===== src/linear_probe_symbol_table_core_macros.svh =====
// Assertion macros for the symbol table RTL.
`ifndef LINEAR_PROBE_SYMBOL_TABLE_CORE_MACROS_SVH
`define LINEAR_PROBE_SYMBOL_TABLE_CORE_MACROS_SVH

// Implication checked at every rising edge outside reset.
`define LPST_ASSERT_IMP(label, clk, rst, ante, cons) \
   label: assert property (@(posedge clk) disable iff (rst) (ante) |-> (cons)) \
      else $error("lpst assertion failed");

// Implication whose consequent is checked in the cycle after the antecedent.
`define LPST_ASSERT_NEXT(label, clk, rst, ante, cons) \
   label: assert property (@(posedge clk) disable iff (rst) (ante) |=> (cons)) \
      else $error("lpst assertion failed");

`endif


===== src/lpst_pkg.sv =====
package lpst_pkg;

   // Default sizing.
   localparam int SLOTS_DEF      = 256;
   localparam int NAME_BYTES_DEF = 8;
   localparam int QUEUE_DEPTH    = 2;

   // Field widths fixed by the item format.
   localparam int CMD_W    = 2;
   localparam int NAME_W   = 64;
   localparam int VALUE_W  = 32;
   localparam int INDEX_W  = 8;
   localparam int STATUS_W = 3;
   localparam int SIZE_W   = 9;
   localparam int REQ_W    = 112;
   localparam int RSP_W    = 112;
   localparam int ENTRY_W  = NAME_W + VALUE_W + 1;

   localparam logic [SIZE_W-1:0] TABLE_SIZE_RST = 9'd256;

   // Commands.
   localparam logic [CMD_W-1:0] CMD_LOOKUP  = 2'd0;
   localparam logic [CMD_W-1:0] CMD_INS_VAL = 2'd1;
   localparam logic [CMD_W-1:0] CMD_INS_TYP = 2'd2;
   localparam logic [CMD_W-1:0] CMD_READ    = 2'd3;

   // Result status codes.
   localparam logic [STATUS_W-1:0] ST_FOUND     = 3'd0;
   localparam logic [STATUS_W-1:0] ST_INSERTED  = 3'd1;
   localparam logic [STATUS_W-1:0] ST_FULL      = 3'd2;
   localparam logic [STATUS_W-1:0] ST_NOT_FOUND = 3'd3;
   localparam logic [STATUS_W-1:0] ST_EMPTY     = 3'd4;

   // One result item.
   typedef struct packed {
      logic [NAME_W-1:0]   name_out;
      logic                entry_kind;
      logic [VALUE_W-1:0]  value_out;
      logic [INDEX_W-1:0]  slot;
      logic [STATUS_W-1:0] status;
   } rsp_type;

endpackage


===== src/lpst_front.sv =====
module lpst_front #(
   parameter int SLOTS      = lpst_pkg::SLOTS_DEF,
   parameter int NAME_BYTES = lpst_pkg::NAME_BYTES_DEF,
   parameter int NW         = $clog2(SLOTS + 1),
   parameter int SW         = $clog2(SLOTS)
) (
   input  logic                              clock,
   input  logic                              reset,
   input  logic [NW-1:0]                     size_eff,
   input  logic                              in_valid,
   output logic                              in_ready,
   input  logic [lpst_pkg::CMD_W-1:0]        in_cmd,
   input  logic [lpst_pkg::NAME_W-1:0]       in_name,
   input  logic [lpst_pkg::VALUE_W-1:0]      in_value,
   input  logic [lpst_pkg::INDEX_W-1:0]      in_index,
   output logic                              q_push,
   output logic [SW+lpst_pkg::CMD_W+lpst_pkg::NAME_W+lpst_pkg::VALUE_W+lpst_pkg::INDEX_W-1:0]
                                             q_data,
   input  logic                              q_full
);
   import lpst_pkg::*;

   localparam logic [1:0] F_IDLE = 2'd0;
   localparam logic [1:0] F_DIV  = 2'd1;
   localparam logic [1:0] F_PUSH = 2'd2;

   logic [1:0]         state_ff, state_in;
   logic [CMD_W-1:0]   cmd_ff;
   logic [NAME_W-1:0]  name_ff, name_canon;
   logic [VALUE_W-1:0] value_ff;
   logic [INDEX_W-1:0] index_ff;
   logic [31:0]        dvd_ff, dvd_in;
   logic [NW-1:0]      rem_ff, rem_in;
   logic [NW:0]        rem_shift;
   logic [4:0]         bit_ff, bit_in;
   logic               accept;

   // A name ends at its first zero byte or at the byte limit.
   always_comb begin
      logic live;
      live       = 1'b1;
      name_canon = '0;
      for (int i = 0; i < 8; i++) begin
         if (i >= NAME_BYTES || in_name[8*i +: 8] == 8'd0) begin
            live = 1'b0;
         end
         if (live) begin
            name_canon[8*i +: 8] = in_name[8*i +: 8];
         end
      end
   end

   assign in_ready = (state_ff == F_IDLE);
   assign accept   = in_valid && in_ready;

   // Hash reduction: restoring remainder, one dividend bit a cycle.
   assign rem_shift = {rem_ff, dvd_ff[31]};

   always_comb begin
      state_in = state_ff;
      dvd_in   = dvd_ff;
      rem_in   = rem_ff;
      bit_in   = bit_ff;
      unique case (state_ff)
         F_IDLE: begin
            if (accept) begin
               dvd_in   = name_canon[31:0] ^ name_canon[63:32];
               rem_in   = '0;
               bit_in   = 5'd31;
               state_in = F_DIV;
            end
         end
         F_DIV: begin
            dvd_in = {dvd_ff[30:0], 1'b0};
            if (rem_shift >= {1'b0, size_eff}) begin
               rem_in = NW'(rem_shift - {1'b0, size_eff});
            end else begin
               rem_in = NW'(rem_shift);
            end
            bit_in = bit_ff - 1'b1;
            if (bit_ff == 5'd0) begin
               state_in = F_PUSH;
            end
         end
         F_PUSH: begin
            if (!q_full) begin
               state_in = F_IDLE;
            end
         end
         default: state_in = F_IDLE;
      endcase
   end

   always_ff @(posedge clock) begin
      if (reset) begin
         state_ff <= F_IDLE;
      end else begin
         state_ff <= state_in;
      end
   end

   // Item payload and divider datapath.
   always_ff @(posedge clock) begin
      dvd_ff <= dvd_in;
      rem_ff <= rem_in;
      bit_ff <= bit_in;
      if (accept) begin
         cmd_ff   <= in_cmd;
         name_ff  <= name_canon;
         value_ff <= in_value;
         index_ff <= in_index;
      end
   end

   assign q_push = (state_ff == F_PUSH) && !q_full;
   assign q_data = {SW'(rem_ff), index_ff, value_ff, name_ff, cmd_ff};

endmodule


===== config.mk =====
export PLATFORM = sky130hd
export DESIGN_NAME = lpst_front
export DESIGN_NICKNAME = d
export VERILOG_FILES = /design/src/linear_probe_symbol_table_core_macros.svh /design/src/lpst_pkg.sv /design/src/lpst_front.sv
export SDC_FILE = /design/constraint.sdc
export NUM_CORES = 1
export LEC_CHECK = 0
export ABC_CLOCK_PERIOD_IN_PS = 6500
export BUFFER_PORTS_ARGS = -buffer_cell sky130_fd_sc_hd__clkbuf_2
export CORE_ASPECT_RATIO = 1.2
export CORE_MARGIN = 2
export CORE_UTILIZATION = 45
export DETAILED_ROUTE_END_ITERATION = 16
export GPL_TIMING_DRIVEN = 0
export MAX_ROUTING_LAYER = met4
export PLACE_DENSITY = 0.75
export SLEW_MARGIN = 15
export SYNTH_ARGS = -nofsm -noshare
export SYNTH_HDL_FRONTEND = slang
export SYNTH_SLANG_ARGS = --single-unit

===== constraint.sdc =====
create_clock -name clock -period 6.5 [get_ports clock]
set_clock_uncertainty 0.1 [all_clocks]
set_input_delay 1.3 -clock clock [delete_from_list [all_inputs] [get_ports clock]]
set_output_delay 1.3 -clock clock [all_outputs]
set_load 0.05 [all_outputs]

==> flow_summary.toml <==
[status]
status = "finished, final reports clean"

[sta]
finalSetupViolCount = 0
max_slew_margin_pct = 54.5
tightest_slew_ps = 683
whs_ps = 435
rsz0062_at_grt = "false"
report.final.slew_viol_count = 0
fin_crit_sh_pct = 50.0
max_freq_mhz = 308
fin_ws_ps = 3250
hold_viol_final = 0
min_period_ps = 3250

[place]
pre_cts_ws_ps = 2860
placed_area_um2 = 8520
hpwl_mm = 12.4
portBuffers = 234
gp_congestion = 0.834

[floorplanning]
dieArea_um2 = 16700
core-area_um2 = 15500
chipWidth_um = 118
die_h_um = 141
num_io_pins = 235
initial_utilization_pct = 45.5
rows = 50

[pwr]
power_density_nw_per_um2 = 293
p_total_mw = 2.66
p_leak_nw = 3.79
max-vdd-ir-drop_uv = 172

[detailed_routing]
vias = 4812
dr.pass1.iters = 4
drc_errors = 0
avgViaCountPerCell = 4.91
routedWlPerCell_um = 16.9
drt-initial-drc-count = 219
ant_nets = 0
postRouteWirelength_mm = 16.5

[cts]
clk_pin_slew_worst_paths_ps = 70
cts_hold_buf = 0
clk_latency_ps = 420
clock_sinks = 154
cts_tree = "built"
htree_levels = 4
cts_buffer_depth = 2
cts_resized = 0
post-cts-setup-buffers = 0
cts-root-buf = "clkbuf_16"
cts_buffers = 17

[synth]
synth.avg_cell_area_um2 = 13.9
postSynthCellCount = 505
synth_fp_nets = 635
syn_area_um2 = 7030
synth_cell_types = 46
synth-seq-area-share_pct = 65.5
async_reset_ff_share_pct = 0
synth_edf_count = 152
synth-seq-cells = 154
yosys_warnings = 0
synthFlopType = "edfxtp_1"

[critical_path]
crit_chain = "clkbuf_2 > nor3b_1 > clkbuf_2"
worstPathMaxFanout = 2
end_kind = "output pin"
crit_buf_inv = 2
cp.required_ps = 5100
critPathMaxStageDelay_ps = 300
slowest_stage = "clkbuf_2"
cp_common_cell = "clkbuf_2"
crit_type = "in -> out"
worstPathArrival_ps = 1850
path_delay_family = "buffers and inverters"
worstSetupStartpointType = "primary input"

[grt]
grt_pass1_vias = 4851
overflow = 0
gr-usage-all-layers_pct = 20.7
antenna_found_initial = 0
grt_max_degree = 60
grt_pass1_wl_mm = 25.5

[cells_and_area]
final_cell_area_um2 = 9080
layout.nets = 890
drive_gt1_share_pct = 43.5
n_antenna_cell = 0
fill_cells = 1292
syn_to_final_growth_pct = 29.1
final_core_util_pct = 58.8

[min_path]
hp-class = "reg -> reg"

[flow_run]
maxCapViolations = 0
==> worst min-delay path, cell delays in order, from the launching register on <==
cell and delay, ps:
edfxtp_1 320, nand2_1 50, o21ai_1 60
==> layout by cell type, fill, tap and decap left out, types with 15 or more instances in the layout <==
| cell type | netlist | layout |
|---|---|---|
| clkbuf_1 | 17 | 17 |
| clkbuf_16 | 0 | 17 |
| clkbuf_2 | 0 | 234 |
| edfxtp_1 | 152 | 152 |
| inv_1 | 45 | 45 |
| nand2_1 | 42 | 42 |
| nor2_1 | 19 | 19 |
| nor3_2 | 15 | 15 |
| nor4_4 | 15 | 15 |
| o21ai_1 | 33 | 33 |
| xnor2_1 | 35 | 35 |
==> per-stage QoR <==
| stage | cells | setup TNS [ps] |
|---|---|---|
| after floorplan | 505 | 0 |
| after global placement | 947 | -30050 |
| after detailed placement | 949 | 0 |
| after CTS | 981 | 0 |
| after global routing | 981 | 0 |
| final | 981 | 0 |
==> registers in the layout (all words and copies together), names as in the netlist <==
register,count
rem_ff,9
state_ff,2
value_ff,32
cmd_ff,2
bit_ff,5
name_ff,64
index_ff,8
dvd_ff,32
==> where the power goes <==
part / internal (mW) / leakage [nW] / switching (mW)
registers: 1.19 / 1.48 / 0.0279
logic: 0.165 / 2.04 / 0.334
clock network: 0.534 / 0.277 / 0.415
==> logic make-up after synthesis <==
kind of cell	Yosys count	synth area share [%]
AND/OR/NAND/NOR	166	17.3
flip-flops	154	65.5
buffers and inverters	80	5.28
AO/OA/AOI/OAI	52	4.52
XOR/XNOR	36	4.48
adder cells (fa/ha/maj)	11	2.06
multiplexers	6	0.854
==> metal layers <==
layer / global-route usage, % / vias to the layer above / part of all wire (%)
met4: 7.48 / 0 / 1.1
met3: 4.29 / 15 / 5.0
met5: - / - / 0
met1: 25.2 / 2309 / 42
met2: 34.1 / 153 / 52
li1: - / 2335 / -
==> worst paths after layout <==
| kind | from | end | slack (ps) | cells past startpoint |
|---|---|---|---|---|
| max reg2reg | state_ff[1] | rem_ff[1] | 3800 | 5 |
| min reg2reg | dvd_ff[10] | dvd_ff[11] | 430 | 2 |
| min | dvd_ff[10] | dvd_ff[11] | 430 | 2 |
| max | q_full | q_push | 3250 | 3 |
==> cells in the mapped netlist, types with 2 or more instances <==
| cell type | count | share of area, % |
|---|---|---|
| edfxtp_1 | 152 | 65 |
| inv_1 | 45 | 2.4 |
| nand2_1 | 42 | 2.2 |
| xnor2_1 | 35 | 4.4 |
| o21ai_1 | 33 | 2.3 |
| nor2_1 | 19 | 1.0 |
| clkbuf_1 | 17 | 0.91 |
| nor3_2 | 15 | 2.1 |
| nor4_4 | 15 | 4.5 |
| nor4_1 | 14 | 1.2 |
| buf_4 | 10 | 1.1 |
| ha_1 | 10 | 1.8 |
| and2_1 | 9 | 0.80 |
| and3_1 | 9 | 0.80 |
| and2_4 | 8 | 1.0 |
| nand3_1 | 7 | 0.50 |
| mux2i_1 | 6 | 0.85 |
| a211oi_2 | 4 | 0.71 |
| a21oi_1 | 4 | 0.28 |
| buf_6 | 4 | 0.64 |
| nand2b_1 | 4 | 0.36 |
| or3_1 | 4 | 0.36 |
| buf_2 | 3 | 0.21 |
| nor2b_1 | 3 | 0.27 |
| nor3_1 | 3 | 0.21 |
| nor4_2 | 3 | 0.53 |
| o21ai_0 | 3 | 0.21 |
| dfxtp_1 | 2 | 0.57 |
| nand2_2 | 2 | 0.18 |
| nor3b_1 | 2 | 0.21 |
| o21a_1 | 2 | 0.21 |
| or2_1 | 2 | 0.18 |
==> layout make-up <==
cell class | instances | area [µm²] | area share, %
Timing Repair Buffer | 236 | 1220 | 13.4
Clock inverter | 15 | 139 | 1.53
Tap cell | 208 | 260 | 2.87
Sequential cell | 154 | 4600 | 50.7
Inverter | 45 | 169 | 1.86
Buffer | 35 | 203 | 2.23
Multi-Input combinational cell | 271 | 2060 | 22.7
Clock buffer | 17 | 425 | 4.69
Power figures use the tool's default switching activity.
