<file path="src/linear_probe_symbol_table_core_macros.svh">
// Assertion macros for the symbol table RTL.
`ifndef LINEAR_PROBE_SYMBOL_TABLE_CORE_MACROS_SVH
`define LINEAR_PROBE_SYMBOL_TABLE_CORE_MACROS_SVH

// Implication checked at every rising edge outside reset.
`define LPST_ASSERT_IMP(label, clk, rst, ante, cons) \
   label: assert property (@(posedge clk) disable iff (rst) (ante) |-> (cons)) \
      else $error("lpst assertion failed");

// Implication whose consequent is checked in the cycle after the antecedent.
`define LPST_ASSERT_NEXT(label, clk, rst, ante, cons) \
   label: assert property (@(posedge clk) disable iff (rst) (ante) |=> (cons)) \
      else $error("lpst assertion failed");

`endif

</file>
<file path="src/lpst_fifo.sv">
module lpst_fifo #(
   parameter int WIDTH = 8,
   parameter int DEPTH = 2
) (
   input  logic             clock,
   input  logic             reset,
   input  logic             push,
   input  logic [WIDTH-1:0] push_data,
   output logic             full,
   input  logic             pop,
   output logic [WIDTH-1:0] pop_data,
   output logic             empty
);

   localparam int PW = (DEPTH > 1) ? $clog2(DEPTH) : 1;
   localparam int CW = $clog2(DEPTH + 1);

   logic [WIDTH-1:0] entry_ff [DEPTH];
   logic [PW-1:0]    wr_ptr_ff, wr_ptr_in, rd_ptr_ff, rd_ptr_in;
   logic [CW-1:0]    count_ff, count_in;
   logic             do_push, do_pop;

   assign full     = (count_ff == CW'(DEPTH));
   assign empty    = (count_ff == '0);
   assign do_push  = push && !full;
   assign do_pop   = pop && !empty;
   assign pop_data = entry_ff[rd_ptr_ff];

   // Pointer and fill count update.
   always_comb begin
      wr_ptr_in = wr_ptr_ff;
      rd_ptr_in = rd_ptr_ff;
      count_in  = count_ff;
      if (do_push) begin
         wr_ptr_in = (wr_ptr_ff == PW'(DEPTH - 1)) ? '0 : wr_ptr_ff + 1'b1;
      end
      if (do_pop) begin
         rd_ptr_in = (rd_ptr_ff == PW'(DEPTH - 1)) ? '0 : rd_ptr_ff + 1'b1;
      end
      if (do_push && !do_pop) begin
         count_in = count_ff + 1'b1;
      end else if (do_pop && !do_push) begin
         count_in = count_ff - 1'b1;
      end
   end

   always_ff @(posedge clock) begin
      if (reset) begin
         wr_ptr_ff <= '0;
         rd_ptr_ff <= '0;
         count_ff  <= '0;
      end else begin
         wr_ptr_ff <= wr_ptr_in;
         rd_ptr_ff <= rd_ptr_in;
         count_ff  <= count_in;
      end
   end

   // Entry storage.
   always_ff @(posedge clock) begin
      if (do_push) begin
         entry_ff[wr_ptr_ff] <= push_data;
      end
   end

endmodule

</file>
<file path="config.mk">
export PLATFORM = sky130hd
export DESIGN_NAME = lpst_fifo
export DESIGN_NICKNAME = d
export VERILOG_FILES = /design/src/linear_probe_symbol_table_core_macros.svh /design/src/lpst_fifo.sv
export SDC_FILE = /design/constraint.sdc
export NUM_CORES = 1
export LEC_CHECK = 0
export ABC_AREA = 1
export ABC_CLOCK_PERIOD_IN_PS = 1410
export BUFFER_PORTS_ARGS = -buffer_cell sky130_fd_sc_hd__buf_2
export CORE_MARGIN = 2
export CORE_UTILIZATION = 44
export CTS_BUF_LIST = sky130_fd_sc_hd__clkbuf_16
export DETAILED_ROUTE_END_ITERATION = 12
export GPL_TIMING_DRIVEN = 1
export PLACE_DENSITY = 0.69
export SLEW_MARGIN = 20
export SYNTH_ARGS = -nofsm -noshare
export SYNTH_HDL_FRONTEND = slang
export SYNTH_SLANG_ARGS = --single-unit
</file>
<file path="constraint.sdc">
create_clock -name clock -period 1.41 [get_ports clock]
set_input_delay 0.282 -clock clock [delete_from_list [all_inputs] [get_ports clock]]
set_output_delay 0.282 -clock clock [all_outputs]
set_load 0.01 [all_outputs]
</file>
==> impl_metrics.yaml, run 1 <==
cells_and_area:
  drive_gt1_share_pct: 52.2
  fin_area_um2: 1190
  antenna_cells: 0
  final_cells: 117
  final_cell_mix: "edfxtp_1, buf_2, nor2_1, mux2_4, buf_6"
  post-route-util_pct: 68.0
  finalNetCount: 106
  syn_to_final_growth_pct: 43.4
  mostFrequentLayoutCell: "edfxtp_1"
setup_path:
  r2r_start: "count_ff[1]"
  end_kind: "output port"
  critPathKind: "register to output port"
  required_ps: 1130
  critical_path.max_fanout: 8
  r2r_slack_ps: 120
  arrival_ps: 1140
  start_kind: "register"
  timing.rr.end: "count_ff[1]"
  reg2reg_depth: 9
detailed_routing:
  num_vias: 541
  ant_nets: 0
  first_iter_violations: 14
  routed_wl_mm: 1.27
  dr.pass1.iters: 4
  wl_per_cell_um: 10.8
  viasPerCell: 4.62
  drc: 0
floorplanning:
  core_um2: 1750
  fp.dieH_um: 47.4
  ios: 22
  initial_utilization_pct: 47.5
  die_x_um: 47.4
  row_count: 15
  dieArea_um2: 2250
global_route:
  grt_max_degree: 13
  grt_first_pass_wirelength_mm: 2.08
  antenna_found_initial: 0
  grt_pass1_vias: 518
  grt_overflow: 0
  grt_use_total_pct: 13.7
yosys:
  syn_inst: 62
  netlist_area_um2: 828
  syn_nets: 75
  ys_seq_area_share_pct: 70.1
  ys_ff_latch: 21
  ys_types: 16
  synth_largest_area_cell: "edfxtp_1"
  yosysWarnings: 0
  syn-mean-instance-area_um2: 13.4
  synth.top_cells.by_area: "edfxtp_1, dfxtp_1, mux2_2"
  yosysTopAreaCellShare_pct: 58.0
clock_tree:
  numCtsBuffers: 3
  holdBufCountCts: 0
  cts-root-buf: "clkbuf_16"
  clockBufferDepth: 2
  cts_tree: "yes"
  clock-sinks: 21
  clock_latency_ps: 240
  htree_levels: 1
  clkTransAtPathRegs_ps: 50
run_status:
  violations: "negative setup slack"
  status: "finished, violations left"
pwr:
  p_leak_nw: 0.511
  ir_worst_vdd_uv: 1120
  cellPowerDensity_nw_per_um2: 1870
min_path:
  min_to: "entry_ff[1][1]"
  hp-start: "push_data[1]"
  holdPathStages: 1
  hp-class: "primary input to register"
sta:
  timing.final.max_slew_violations: 0
  final.min_clock_period_ps: 1420
  slew_headroom_pct: 87.2
  setup_viol: 8
  worstMarginPinSlew_ps: 192
  rsz0062_at_grt: "true"
  setup_ws_ps: -9.06
  timing.fmax_mhz: 705
  setup-tns-final_ps: -49.8
  skew_ps: 2.45
  fin_crit_sh_pct: 101
  hold_violations: 0
  hold_ws_ps: 224
place:
  dp.cells: 112
  post_dp_cell_area_um2: 1010
  place_hpwl_um: 878
  gp_congestion: 0.763
  portBuffers: 21
job:
  drv_cap: 0
cell families after synthesis:
| family | Yosys count | share of synthesized area, % |
|---|---|---|
| AND/OR/NAND/NOR | 16 | 8.31 |
| flip-flops | 21 | 70.1 |
| adder cells (fa/ha/maj) | 1 | 1.51 |
| multiplexers | 8 | 10.9 |
| buffers and inverters | 10 | 4.68 |
| AO/OA/AOI/OAI | 6 | 4.53 |
synthesized netlist by cell type, drive strengths merged:
cell type  count
a21oi          1
and2           1
buf            1
dfxtp          5
edfxtp        16
ha             1
inv            9
mux2           8
nand2          4
nand3          1
nand4          1
nor2           9
o21ai          5
per-layer routing:
| layer | up-vias | share of wire (%) | global-route usage [%] |
|---|---|---|---|
| met4 | 0 | 1.1 | 6.67 |
| met5 | - | 0 | 0 |
| met2 | 12 | 53 | 23.5 |
| li1 | 273 | - | - |
| met1 | 254 | 41 | 15.8 |
| met3 | 2 | 4.0 | 3.46 |
sequential cells by signal, indices dropped and copies added, names as in the netlist, named ones only:
name	count
entry_ff	16
count_ff	2
rd_ptr_ff	1
wr_ptr_ff	1
power breakdown:
group	internal [mW]	switching [mW]
clock network	0.379	0.187
registers	0.796	0.0541
logic	0.439	0.361
total	1.61	0.602
stage by stage:
stage | power (mW) | worst slack (ps)
after floorplan | 1.23 | 88.8
after detailed placement | 1.49 | 68.9
after global placement | 1.47 | 135
after CTS | 2.15 | -40.4
final | 2.22 | -9.06
after global routing | 2.36 | -50.3
worst max path at each step:
stage	from	end	cells after the start
after floorplan	count_ff[0]	entry_ff[1][0]	2
after global placement	count_ff[1]	count_ff[1]	9
after detailed placement	count_ff[1]	count_ff[1]	9
after CTS	register	pop_data[3]	3
after global routing	register	pop_data[5]	3
final	register	pop_data[1]	3
cell type report:
type,count,area (um^2)
clock buffers,3,75.1
clock inverters,1,5.00
fillers,141,558
inverters,9,33.8
multi-input cells,31,246
flip-flops and latches,21,583
well taps,25,31.3
repair buffers,27,213
critical path: stages, from the launching register on:
cell and delay, ps:
dfxtp_2 330, buf_12 130, mux2_4 300, buf_6 120
timing repair:
action / 4_1_cts / 5_1_grt
pin swaps: 0 / 1
gates resized for setup: 9 / 13
buffers inserted: 0 / 1
setup endpoints to repair: 8 / 10
(Power assumes the default switching activity.)
==> run 2: changes to the inputs <==
- CORE_UTILIZATION: 44 -> 45
- CTS_BUF_LIST: sky130_fd_sc_hd__clkbuf_16 -> sky130_fd_sc_hd__clkbuf_8
- PLACE_DENSITY: 0.69 -> 0.71
==> run 2 against run 1 <==
Against the previous run:
- the run still ends with negative setup slack left
- worst hold slack got worse by 16 ps
- non-clock buffer count fell by 1
- first-iteration DRC count fell by 71%
- final cell count fell by 0.85%
- critical path type unchanged
- clock skew fell by 0.84 ps
==> impl_metrics.yaml, run 2 (synthesis results as in run 1) <==
run_status:
  status: "finished, violations left"
  violations: "negative setup slack"
pwr:
  pwr-share-seq_pct: 45.5
  cellPowerDensity_nw_per_um2: 1730
  power_mw: 1.97
  comb_power_share_pct: 35.3
  swShare_pct: 29.4
  p_leak_nw: 0.490
  clockPowerShare_pct: 19.2
  ir_worst_vdd_uv: 923
  p_switching_mw: 0.579
  internal_power_mw: 1.39
clock_tree:
  cts_setup_buffers: 0
  numCtsBuffers: 3
  clkTransAtPathRegs_ps: 70
  cts_tree: "yes"
  clock-sinks: 21
  htree_levels: 1
  cts-resized-gates: 18
  clockBufferDepth: 2
  holdBufCountCts: 0
  cts-root-buf: "clkbuf_8"
  clock_latency_ps: 260
detailed_routing:
  dr.pass1.iters: 3
  first_iter_violations: 4
  viasPerCell: 4.64
  wl_per_cell_um: 11.1
  ant_nets: 0
  drc: 0
  num_vias: 538
  routed_wl_mm: 1.29
min_path:
  hp-start: "push_data[6]"
  hp-class: "primary input to register"
  min_to: "entry_ff[1][6]"
  holdPathStages: 1
cells_and_area:
  nFillCells: 149
  largestRegisters: "entry_ff: 16 flops, count_ff: 2 flops"
  drive_gt1_share_pct: 49.5
  antenna_cells: 0
  seq_area_um2: 586
  final_cells: 116
  largest_reg_flops: 16
  mostFrequentLayoutCell: "edfxtp_1"
  largest-register: "entry_ff"
  finalNetCount: 105
  syn_to_final_growth_pct: 37.2
  final_cell_mix: "edfxtp_1, buf_2, nor2_1, mux2_4, buf_6"
  multi_input_area_um2: 246
global_route:
  grt_max_degree: 13
  antenna_found_initial: 0
  grt_use_total_pct: 13.5
  grt_overflow: 0
  grt_pass1_vias: 454
  grt_first_pass_wirelength_mm: 1.89
setup_path:
  required_ps: 1130
  r2r_slack_ps: 90
  reg2reg_depth: 9
  critPathKind: "register to output port"
  critical_path.max_fanout: 8
  arrival_ps: 1150
  r2r_start: "count_ff[1]"
  start_kind: "register"
  end_kind: "output port"
  timing.rr.end: "count_ff[1]"
sta:
  setup_ws_ps: -17.8
  setup_viol: 8
  final.min_clock_period_ps: 1430
  timing.fmax_mhz: 700
  timing.final.max_slew_violations: 0
  skew_ps: 1.61
  rsz0062_at_grt: "true"
  worstMarginPinSlew_ps: 189
  slew_headroom_pct: 87.4
  hold_violations: 0
  fin_crit_sh_pct: 101
floorplanning:
  dieArea_um2: 2200
  row_count: 15
  die_x_um: 46.9
  core_um2: 1730
  initial_utilization_pct: 48.0
  ios: 22
  fp.dieH_um: 46.9
place:
  gp_congestion: 0.677
  portBuffers: 21
  dp.cells: 112
  place_hpwl_um: 906
job:
  drv_cap: 0
==> run 2: cell count changes in the layout (fill, tap and decap cells not counted) <==
cell / previous run / this run
dfxtp_4: 0 / 1
clkbuf_16: 3 / 0
dfxtp_2: 2 / 1
o21ai_1: 2 / 1
inv_2: 4 / 2
buf_12: 1 / 0
clkbuf_8: 0 / 3
o21ai_0: 1 / 2
inv_1: 5 / 7
==> run 2: worst max-delay path by stage <==
stage,start,endpoint,slack (ps),cells past startpoint
after global routing,register,pop_data[1],-60,2
after global placement,count_ff[0],count_ff[1],50,8
after floorplan,count_ff[0],entry_ff[1][0],90,2
after detailed placement,count_ff[0],count_ff[1],30,8
final,register,pop_data[6],-20,2
after CTS,register,pop_data[6],-30,2
==> run 2: critical path: stages (launching register included) <==
cell     delay, ps
dfxtp_4        440
mux2_4         330
buf_6          120
==> run 2: power by group through the flow <==
stage | clock network (mW) | registers (mW) | logic, mW
2_1_floorplan | 0 | 0.854 | 0.380
3_3_place_gp | 0 | 0.879 | 0.553
3_5_place_dp | 0 | 0.886 | 0.559
4_1_cts | 0.389 | 0.890 | 0.690
5_1_grt | 0.407 | 0.912 | 0.773
6_report | 0.377 | 0.895 | 0.694
==> run 2: area by class of cell <==
| type | count | share of cell area, % |
|---|---|---|
| Clock buffer | 3 | 3.63 |
| Inverter | 9 | 2.97 |
| Sequential cell | 21 | 51.5 |
| Multi-Input combinational cell | 31 | 21.7 |
| Clock inverter | 1 | 0.441 |
| Tap cell | 25 | 2.75 |
| Timing Repair Buffer | 26 | 17.0 |
==> run 2: layer usage <==
| metal | part of all wire (%) | track usage [%] |
|---|---|---|
| met1 | 41 | 16.0 |
| met2 | 50 | 20.0 |
| met3 | 6.2 | 3.85 |
| met4 | 3.1 | 11.7 |
| met5 | 0 | 0 |
==> run 2: metrics by stage <==
stage | TNS (ps) | area (um^2) | setup WS, ps | hold WS (ps) | utilization [%]
2_1_floorplan | 0 | 828 | 88.8 | 381 | -
3_3_place_gp | 0 | 997 | 47.1 | 470 | 57.8
3_5_place_dp | 0 | 997 | 32.7 | 473 | 57.8
4_1_cts | -195 | 1130 | -30.4 | 204 | 65.3
5_1_grt | -458 | 1140 | -56.4 | 200 | 65.8
6_report | -99.1 | 1140 | -17.8 | 208 | 65.8
==> run 3: changes to the inputs <==
- ABC_AREA: 1 -> not set
==> run 3 against run 2 <==
Against the previous run:
- the flow still finishes with violations (negative setup slack)
- clock-buffer cell count is the same
- clock skew is essentially flat
- die area shrank 3.9%
- sequential power shrank 1%
- setup slack lost 9.0 ps
- flip-flop and latch count is the same
- non-clock buffer count grew 1
- worst hold slack gained 11 ps
- final cell count shrank 16%
- utilization grew 1.5 points
- critical path type is now register to register
- critical endpoint is now entry_ff[0][2]
- largest cell class unchanged
==> impl_metrics.yaml, run 3 <==
sta:
  skew_ps: 1.37
  timing.final.max_slew_violations: 0
  fin_crit_sh_pct: 102
  slew_headroom_pct: 75.4
  setup_ws_ps: -26.8
  hold_violations: 0
  timing.fmax_mhz: 696
  setup_viol: 16
  final.min_clock_period_ps: 1440
  setup-tns-final_ps: -263
  rsz0062_at_grt: "true"
  worstMarginPinSlew_ps: 368
global_route:
  grt_pass1_vias: 506
  grt_max_degree: 12
  grt_use_total_pct: 14.3
  grt_overflow: 0
  grt_first_pass_wirelength_mm: 1.96
  antenna_found_initial: 0
floorplanning:
  ios: 22
  initial_utilization_pct: 47.0
  die_x_um: 46.0
  fp.dieH_um: 46.0
  row_count: 15
  core_um2: 1690
  dieArea_um2: 2110
pwr:
  power_mw: 2.09
  p_leak_nw: 0.472
  cellPowerDensity_nw_per_um2: 1830
  pwr-share-seq_pct: 42.3
  internal_power_mw: 1.51
  swShare_pct: 27.7
  ir_worst_vdd_uv: 1390
  clockPowerShare_pct: 17.3
  comb_power_share_pct: 40.4
  p_switching_mw: 0.577
cells_and_area:
  seq_area_um2: 589
  largest_reg_flops: 16
  antenna_cells: 0
  largest-register: "entry_ff"
  finalNetCount: 94
  mostFrequentLayoutCell: "edfxtp_1"
  final_cells: 97
  largestRegisters: "entry_ff: 16 flops, count_ff: 2 flops"
  final_cell_mix: "edfxtp_1, buf_2, buf_6, mux2_4"
  syn_to_final_growth_pct: 43.4
  multi_input_area_um2: 258
  nFillCells: 131
  drive_gt1_share_pct: 58.8
clock_tree:
  clock_latency_ps: 250
  cts_tree: "yes"
  htree_levels: 1
  holdBufCountCts: 0
  clockBufferDepth: 2
  clkTransAtPathRegs_ps: 70
  clock-sinks: 21
  cts-root-buf: "clkbuf_8"
  numCtsBuffers: 3
setup_path:
  r2r_start: "count_ff[1]"
  crit_path_frequent_cell: "buf_4"
  arrival_ps: 1410
  critPathTopFamily: "simple AND/OR/NAND/NOR gates"
  cp_cell_sequence: "nor2b_4, buf_4, or3_1, inv_2, buf_4"
  timing.rr.end: "entry_ff[0][2]"
  critPathKind: "register to register"
  cp.depth: 5
  required_ps: 1380
  path_buf_inv: 3
  end_kind: "register"
  r2r_slack_ps: -30
  start_kind: "register"
  reg2reg_depth: 5
  critical_path.max_fanout: 5
  cpMaxStageDelayCell: "dfxtp_4"
  crit_path_start: "count_ff[1]"
  max_stage_delay_ps: 360
  endpoint: "entry_ff[0][2]"
run_status:
  violations: "negative setup slack"
  status: "finished, violations left"
yosys:
  netlist_area_um2: 793
  postSynth.asyncResetShare_pct: 0
  syn-mean-instance-area_um2: 15.9
  synthAdderAreaFrac_pct: 1.58
  yosysMostFrequentCell: "edfxtp_1"
  synth.top_cells.by_area: "edfxtp_1, dfxtp_1, mux2_2"
  synth_largest_area_cell: "edfxtp_1"
  muxShareOfSynthArea_pct: 11.4
  synth_compound_area_share_pct: 3.15
  synth-simple-area-share_pct: 5.84
  ys_seq_area_share_pct: 73.2
  ys.flop_type: "edfxtp_1"
  yosysTopAreaCellShare_pct: 60.6
  synth_top_family_by_area: "multiplexers"
  synth_edf_count: 16
  syn_nets: 63
  syn_inst: 50
  ys_types: 13
  yosysWarnings: 0
  ys_ff_latch: 21
  synth_xor_area_share_pct: 3.31
  synthTopCellsByCount: "edfxtp_1, mux2_2, dfxtp_1, nor2_1"
place:
  portBuffers: 21
  place_hpwl_um: 877
  dp.cells: 92
  gp_congestion: 0.706
detailed_routing:
  viasPerCell: 4.96
  wl_per_cell_um: 12.8
  drc: 0
  dr.pass1.iters: 2
  ant_nets: 0
  routed_wl_mm: 1.24
  first_iter_violations: 5
  num_vias: 481
min_path:
  holdPathStages: 1
  hp-class: "primary input to register"
job:
  drv_cap: 0
==> run 3: cell count changes in the layout (fill, tap and decap cells not counted), moves of 2 or more <==
cell | before | now
or3_1 | 0 | 2
nor2_1 | 9 | 4
inv_1 | 7 | 2
xor2_1 | 0 | 3
nand2_1 | 4 | 0
==> run 3: kinds of logic (layout without fill, tap and decap cells) <==
logic type | Yosys count | count (layout)
compound gates | 5 | 5
xor+xnor | 3 | 3
fa+ha+maj | 1 | 1
buf+inv | 3 | 33
flops | 21 | 21
mux | 8 | 8
simple gates | 9 | 9
==> run 3: stage by stage <==
| step | cell area, um^2 | hold slack, ps | worst slack (ps) | utilization, % |
|---|---|---|---|---|
| floorplan | 801 | 344 | -1.12 | - |
| global placement | 972 | 470 | 44.3 | 57.6 |
| detailed placement | 972 | 475 | -17.5 | 57.6 |
| CTS | 1130 | 215 | -34.0 | 66.7 |
| global route | 1140 | 208 | -75.1 | 67.3 |
| finish | 1140 | 219 | -26.8 | 67.3 |
==> run 3: worst min path at each step <==
| stage | to | slack [ps] | from |
|---|---|---|---|
| global placement | entry_ff[0][6] | 470 | push_data[6] |
| global route | entry_ff[0][2] | 210 | push_data[2] |
| CTS | entry_ff[1][0] | 210 | push_data[0] |
| floorplan | count_ff[1] | 340 | reset |
| finish | entry_ff[0][6] | 220 | push_data[6] |
| detailed placement | entry_ff[1][0] | 480 | push_data[0] |
==> run 3: timing repair <==
action,in CTS,in global routing
buffers inserted,1,0
endpoints found under the hold margin,0,0
cloned,0,0
endpoints found under the setup margin,9,17
gates resized for setup,22,4
pin swaps,3,0
==> run 3: power by group through the flow <==
stage | sequential [mW] | combinational, mW | clock (mW)
after global routing | 0.899 | 0.920 | 0.399
after global placement | 0.867 | 0.614 | 0
final | 0.882 | 0.843 | 0.360
after CTS | 0.880 | 0.835 | 0.370
after floorplan | 0.854 | 0.375 | 0
after detailed placement | 0.879 | 0.625 | 0
==> run 3: cell type report <==
| cell class | count | area share [%] |
|---|---|---|
| clock inverter | 1 | 0.330 |
| sequential | 21 | 51.8 |
| timing repair buffer | 27 | 19.0 |
| clock buffer | 3 | 3.63 |
| inverter | 2 | 0.660 |
| tap | 17 | 1.87 |
| multi-input combinational | 26 | 22.7 |
==> run 3: per-layer routing <==
layer  global-route usage [%]  share of wire, %  up-vias
met2                     23.6                52       14
met3                     4.76               6.3        2
met5                        0                 0        -
met1                     14.2                40      227
met4                     12.0               2.2        0
li1                         -                 -      238
==> run 3: worst reg2reg max path, cell delays in order (launching register included) <==
cell and delay, ps:
dfxtp_4 360, nor2b_4 130, buf_4 130, or3_1 340, inv_2 80, buf_4 130
